$ cat src/hdl/vpu_pkg.sv
// Shared constants of the vector projection unit.
// No dependencies.
`default_nettype none
package vpu_pkg;
   // default component width, signed Q8.8
   localparam int VPU_COMP_BITS_DEF = 16;
   // register stages ahead of the divider lanes
   localparam int VPU_FRONT_STAGES = 5;
endpackage
`default_nettype wire

$ cat src/hdl/vpu_div_lane.sv
// One restoring divider lane, one quotient bit per register stage.
// Depends on vpu_pkg.
`default_nettype none
module vpu_div_lane
   import vpu_pkg::*;
#(
   parameter int W = VPU_COMP_BITS_DEF
) (
   input  wire logic             clock,
   input  wire logic [W-1:0]     en,
   input  wire logic [3*W+1:0]   num_in,
   input  wire logic [2*W+1:0]   den_in,
   input  wire logic             rneg_in,
   input  wire logic             zero_in,
   output logic      [W-1:0]     quot,
   output logic                  rneg_out,
   output logic                  zero_out
);
   localparam int S = 2*W + 2;
   localparam int Q = W;

   logic [S-1:0] r_ff [Q];
   logic [Q-1:0] n_ff [Q];
   logic [Q-1:0] q_ff [Q];
   logic [S-1:0] d_ff [Q];
   logic [Q-1:0] rneg_ff, zero_ff;

   genvar s;
   generate
      for (s = 0; s < Q; s++) begin : g_stage
         logic [S-1:0] r_prev, d_prev;
         logic [Q-1:0] n_prev, q_prev;
         logic         rneg_prev, zero_prev;
         logic [S:0]   t_w, diff_w;
         logic         ge_w;

         if (s == 0) begin : g_first
            // quotient is known to fit Q bits, so the top part is below d
            assign r_prev    = num_in[3*W+1:Q];
            assign n_prev    = num_in[Q-1:0];
            assign q_prev    = '0;
            assign d_prev    = den_in;
            assign rneg_prev = rneg_in;
            assign zero_prev = zero_in;
         end else begin : g_next
            assign r_prev    = r_ff[s-1];
            assign n_prev    = n_ff[s-1];
            assign q_prev    = q_ff[s-1];
            assign d_prev    = d_ff[s-1];
            assign rneg_prev = rneg_ff[s-1];
            assign zero_prev = zero_ff[s-1];
         end

         // shift in one numerator bit, subtract if it fits
         assign t_w    = {r_prev, n_prev[Q-1]};
         assign ge_w   = t_w >= {1'b0, d_prev};
         assign diff_w = t_w - {1'b0, d_prev};

         always_ff @(posedge clock) begin
            if (en[s]) begin
               r_ff[s]    <= ge_w ? diff_w[S-1:0] : t_w[S-1:0];
               n_ff[s]    <= n_prev << 1;
               q_ff[s]    <= {q_prev[Q-2:0], ge_w};
               d_ff[s]    <= d_prev;
               rneg_ff[s] <= rneg_prev;
               zero_ff[s] <= zero_prev;
            end
         end
      end
   endgenerate

   assign quot     = q_ff[Q-1];
   assign rneg_out = rneg_ff[Q-1];
   assign zero_out = zero_ff[Q-1];
endmodule
`default_nettype wire

$ cat config.mk
export PLATFORM = sky130hd
export DESIGN_NAME = vpu_div_lane
export DESIGN_NICKNAME = d
export VERILOG_FILES = /design/src/hdl/vpu_pkg.sv /design/src/hdl/vpu_div_lane.sv
export SDC_FILE = /design/constraint.sdc
export NUM_CORES = 2
export LEC_CHECK = 0
export BUFFER_PORTS_ARGS = -buffer_cell sky130_fd_sc_hd__buf_2
export CORE_MARGIN = 1.5
export CORE_UTILIZATION = 58
export DETAILED_ROUTE_END_ITERATION = 7
export GPL_TIMING_DRIVEN = 0
export PLACE_DENSITY = 0.77
export REMOVE_ABC_BUFFERS = 1
export SLEW_MARGIN = 20
export SYNTH_ARGS = -nofsm -noshare
export SYNTH_HDL_FRONTEND = slang
export SYNTH_SLANG_ARGS = --single-unit
$ cat constraint.sdc
create_clock -name clock -period 3.8 [get_ports clock]
set_input_delay 0.76 -clock clock [delete_from_list [all_inputs] [get_ports clock]]
set_output_delay 0.76 -clock clock [all_outputs]
set_load 0.02 [all_outputs]
# Word level (Yosys, flattened, before mapping)
# Memory sizes are Yosys's and may differ from the RTL's.
# Cells that the tools add are included.
# op_classes
div	0
shift	0
n_mux	48
n_reduce_logical	0
n_addsub	16
n_mul	0
bitwise_logic	0
n_lt_le_gt_ge	16
n_eq_ne	0
# op_table
cell	count
>= comparator 35 x 34 -> 1 bit	16
2-to-1 mux 34 bit	16
subtractor 34 bit	16
2-to-1 mux 1 bit	32
# totals
latchBits	0
mem_count	4
register_bits	32
word_cells	116
out_inout_bits	18
ram_bits	1584
rom_bits	0
# mem_list
memory	depth	word_bits	read_ports	rd_clocked_by_memory_dff	write_ports	line	source
d_ff	16	34	15	0	16	vpu_div_lane.sv:25	logic [S-1:0] d_ff [Q];
r_ff	16	34	15	0	16	vpu_div_lane.sv:22	logic [S-1:0] r_ff [Q];
q_ff	16	16	16	0	16	vpu_div_lane.sv:24	logic [Q-1:0] q_ff [Q];
n_ff	16	15	15	0	16	vpu_div_lane.sv:23	logic [Q-1:0] n_ff [Q];

# Longest topological paths before layout
# An unclocked memory read counts as a cell.
# logic_depth
word_depth	3
ltp_mapped	15

# Worst setup path after synthesis
# OpenSTA, ideal clock, no wires.
# synth_path
path_type	input port to flip-flop
from	in den_in[1]
to	mem r_ff[0][21] (netlist name), data pin
n_path_buf	1
t_required_ns	3.540
setup_time_ns	0.260
slack_ns	-0.021
arrival_ns	3.561
cell_stages	12
path_cell_list	inv_1 -> ha_1 -> nor2b_1 -> o31ai_1 -> a31oi_1 -> a21oi_1 -> o22ai_2 -> a21o_1 -> o41ai_2 -> o41ai_2 -> buf_2 -> mux2_2
# synth_rtl
element	line	source
start, declared	vpu_div_lane.sv:12	input wire logic [2*W+1:0] den_in,
end, declared	vpu_div_lane.sv:22	

==> metrics.txt <==
status finished with violations; failing checks DRC, setup timing; Post-DP HPWL 113400 µm; hold_buf cts 0; crit-path max FO 3; final core occ 66.45%; critical path launch point type flop; Synthesis Warnings 0; CTS buffer count 142; nets 7422; RSZ-0062 raised after global routing true; power after layout 69.13 mW; maximum clock path buffer count 3; met1 WL 53590 µm; r2r startpoint n_ff[1][59]; WS Path Type flop to flop; reg2reg path depth 15; maximum vdd drop roughly 0.53 mV; Finish-stage setup viols 2; CORE AREA 124000 µm²; min setup slack post-route -0.07973 ns; Clock transition at path regs approximately 0.070 ns; fin crit period 3.880 ns; Tcrit/Tclk final 102.1%; die outline width 357.1 µm; post-synth cell types 79; final hold vios 0; skew final ~0.026 ns; Area Overhead vs Synth 13.29%; CTS tree done; Seq/Total Area, Yosys about 54%; Hold Crit Class input port to flop; FILL cells 8977; worst rel slew slack 36.05%; Least-Margin Pin Slew 0.9505 ns; Final Instance Count excl. Fillers 8507; max-cap viol count 0; CTS sink count 1308; Die Area 127500 µm²; Post-synth ARST share 0%; Storage cell area 39280 µm²; fmax 257.8 MHz; drt initial violations 3202; first-pass iteration count of the detailed router 8; RD Place Congestion 0.9935; LEAKAGE ~34 nW; starting density of the core between 50% and 60%; worst r2r dst r_ff[1][166]; max layer used met4; largest net degree at the start of global routing 67; via count 49.13k; Worst Setup EP r_ff[1][166]; die height 357.1 µm; H-tree levels 4; Post-synth EDFFs 1308; critical path data arrival time 4.41 ns; Total GRT Usage a little under a quarter; PwrDens 839.2 nW/µm²; first-pass GRT wire length ~240000 µm; Port Buffers 120; Root Driver clkbuf_16; vias in the first global route 49.71k; io pins 121; DRC viols 2; Mapped Area 72710 µm²; Most used DFF post-synth edfxtp_1; fraction of layout cells with a size suffix above 1 11.75%; final WL 153300 µm; Final ANT Viol Nets 0; area occupied by multi-input gates around 31000 µm²; placed cell count 8138; met2 WL between 80000 and 90000 µm; initial antenna violation count 2; met3 WL 4792 µm; via/cell ratio 5.775; row count 129; Mapped Cells 6496; routed len/inst 18.02 µm; r2r setup slk -0.08 ns; flops & latches, synth approximately 1.3k; total grt overflow 0; crit path launch n_ff[1][59]; Crit path required time 4.33 ns; Slew Limit Fails 0; syn_area_per_cell 11.19 µm²; crit path capture type flop; Clock Latency Late Sink 0.79 ns
## cells in the final DEF, fill, tap and decap left out, types with 50 or more instances in the layout
master	n
nand4_1	88
nand2b_1	50
o21ai_0	411
ha_1	520
nor2b_1	69
edfxtp_1	1308
inv_1	671
nor3_1	70
xnor2_1	278
o21bai_1	71
a21oi_1	575
o21a_1	64
buf_2	105
a21o_1	280
nor2_1	407
mux2_2	144
nand2_1	440
nand3_1	110
clkbuf_16	145
xor2_1	173
buf_4	120
## routing by layer
layer	vias to the layer above	global-route usage [%]
li1	24281	-
met1	23134	22.01
met2	1208	46.75
met3	504	3.128
met4	0	16.93
met5	-	0
## kinds of logic after synthesis
group | count (synthesis) | share of synthesized area (%)
xor+xnor | 451 | 5.433
compound gates | 1786 | 15.11
simple gates | 1398 | 8.927
fa+ha+maj | 559 | 9.774
buf+inv | 842 | 4.390
mux | 152 | 2.345
flops | 1308 | 54.02
## sequential cells by signal, indices dropped and copies added (netlist names)
signal / cells
g_stage.rneg_prev: 15
rneg_out: 1
zero_out: 1
n_ff: 120
g_stage.zero_prev: 15
q_ff: 136
r_ff: 510
d_ff: 510
## synthesized netlist by cell type (69+ instances only)
master	instances	area [µm²]
nand3_1	110	550.5
xor2_1	173	1515
clkbuf_1	131	491.7
o21bai_1	73	548.0
nor2_1	409	1535
nand2_1	442	1659
ha_1	544	6807
nor2b_1	69	431.7
nor3_1	72	360.4
edfxtp_1	1308	39280
a21oi_1	601	3008
nand4_1	88	550.5
a21o_1	281	2110
o21ai_0	438	2192
inv_1	678	2545
xnor2_1	278	2435
mux2_2	147	1655
## area by class of cell
cell class                      count  area share, %
Sequential cell                  1308          47.68
Multi-Input combinational cell   4350          38.23
Clock buffer                      174          4.486
Inverter                          680          3.105
Timing Repair Buffer              278          3.100
Tap cell                         1637          2.487
Clock inverter                     79         0.9038
Antenna cell                        1       0.003038
## per-stage QoR
stage	TNS [ns]	hold WS, ns	instance area, µm²	setup slack [ns]
6_report	-0.08457	0.1634	82370	-0.07973
2_1_floorplan	-512.43	0.4003	72070	-4.439
3_3_place_gp	-1530.76	0.4007	74720	-8.334
3_5_place_dp	-287.60	0.4045	75780	-1.496
5_1_grt	-0.3232	0.1256	82370	-0.1545
4_1_cts	-0.1257	0.1039	81440	-0.1257
## how the worst min path moves through the flow
stage / startpoint / end / slack (ns) / cells past startpoint
after global routing: num_in[1] / n_ff[0][1] / 0.13 / 1
after detailed placement: g_stage[9].rneg_prev / g_stage[10].rneg_prev / 0.40 / 0
after CTS: num_in[9] / n_ff[0][9] / 0.10 / 1
after floorplan: g_stage[9].rneg_prev / g_stage[10].rneg_prev / 0.40 / 0
final: num_in[9] / n_ff[0][9] / 0.16 / 1
after global placement: g_stage[14].zero_prev / g_stage[15].zero_prev / 0.40 / 0
## power breakdown
group / total [mW] / leakage (nW) / internal [mW] / switching [mW]
combinational: 33.0 / 18.8 / 14.7 / 18.2
sequential: 23.1 / 12.8 / 21.2 / 1.85
clock: 13.1 / 2.15 / 7.46 / 5.61
total: 69.1 / 33.7 / 43.4 / 25.7
## worst max-delay path, stage by stage, from the launching register on
cell	delay, ns
edfxtp_1	0.38
buf_6	0.17
inv_4	0.07
ha_4	0.13
inv_2	0.04
fa_2	0.38
a211oi_2	0.29
o21ai_1	0.10
nor3b_4	0.17
o21a_1	0.22
o31a_1	0.33
o41a_1	0.44
a41o_1	0.34
a21oi_2	0.20
xnor2_1	0.11
mux2_4	0.26
## repair_timing
action                                 in CTS  in global routing
endpoints found under the hold margin       0                  0
pin swaps                                  49                 59
setup buffers                              59                 54
gates resized for setup                   139                108
setup endpoints to repair                 474                194
cloned                                      5                  2
(Power assumes the default switching activity.)
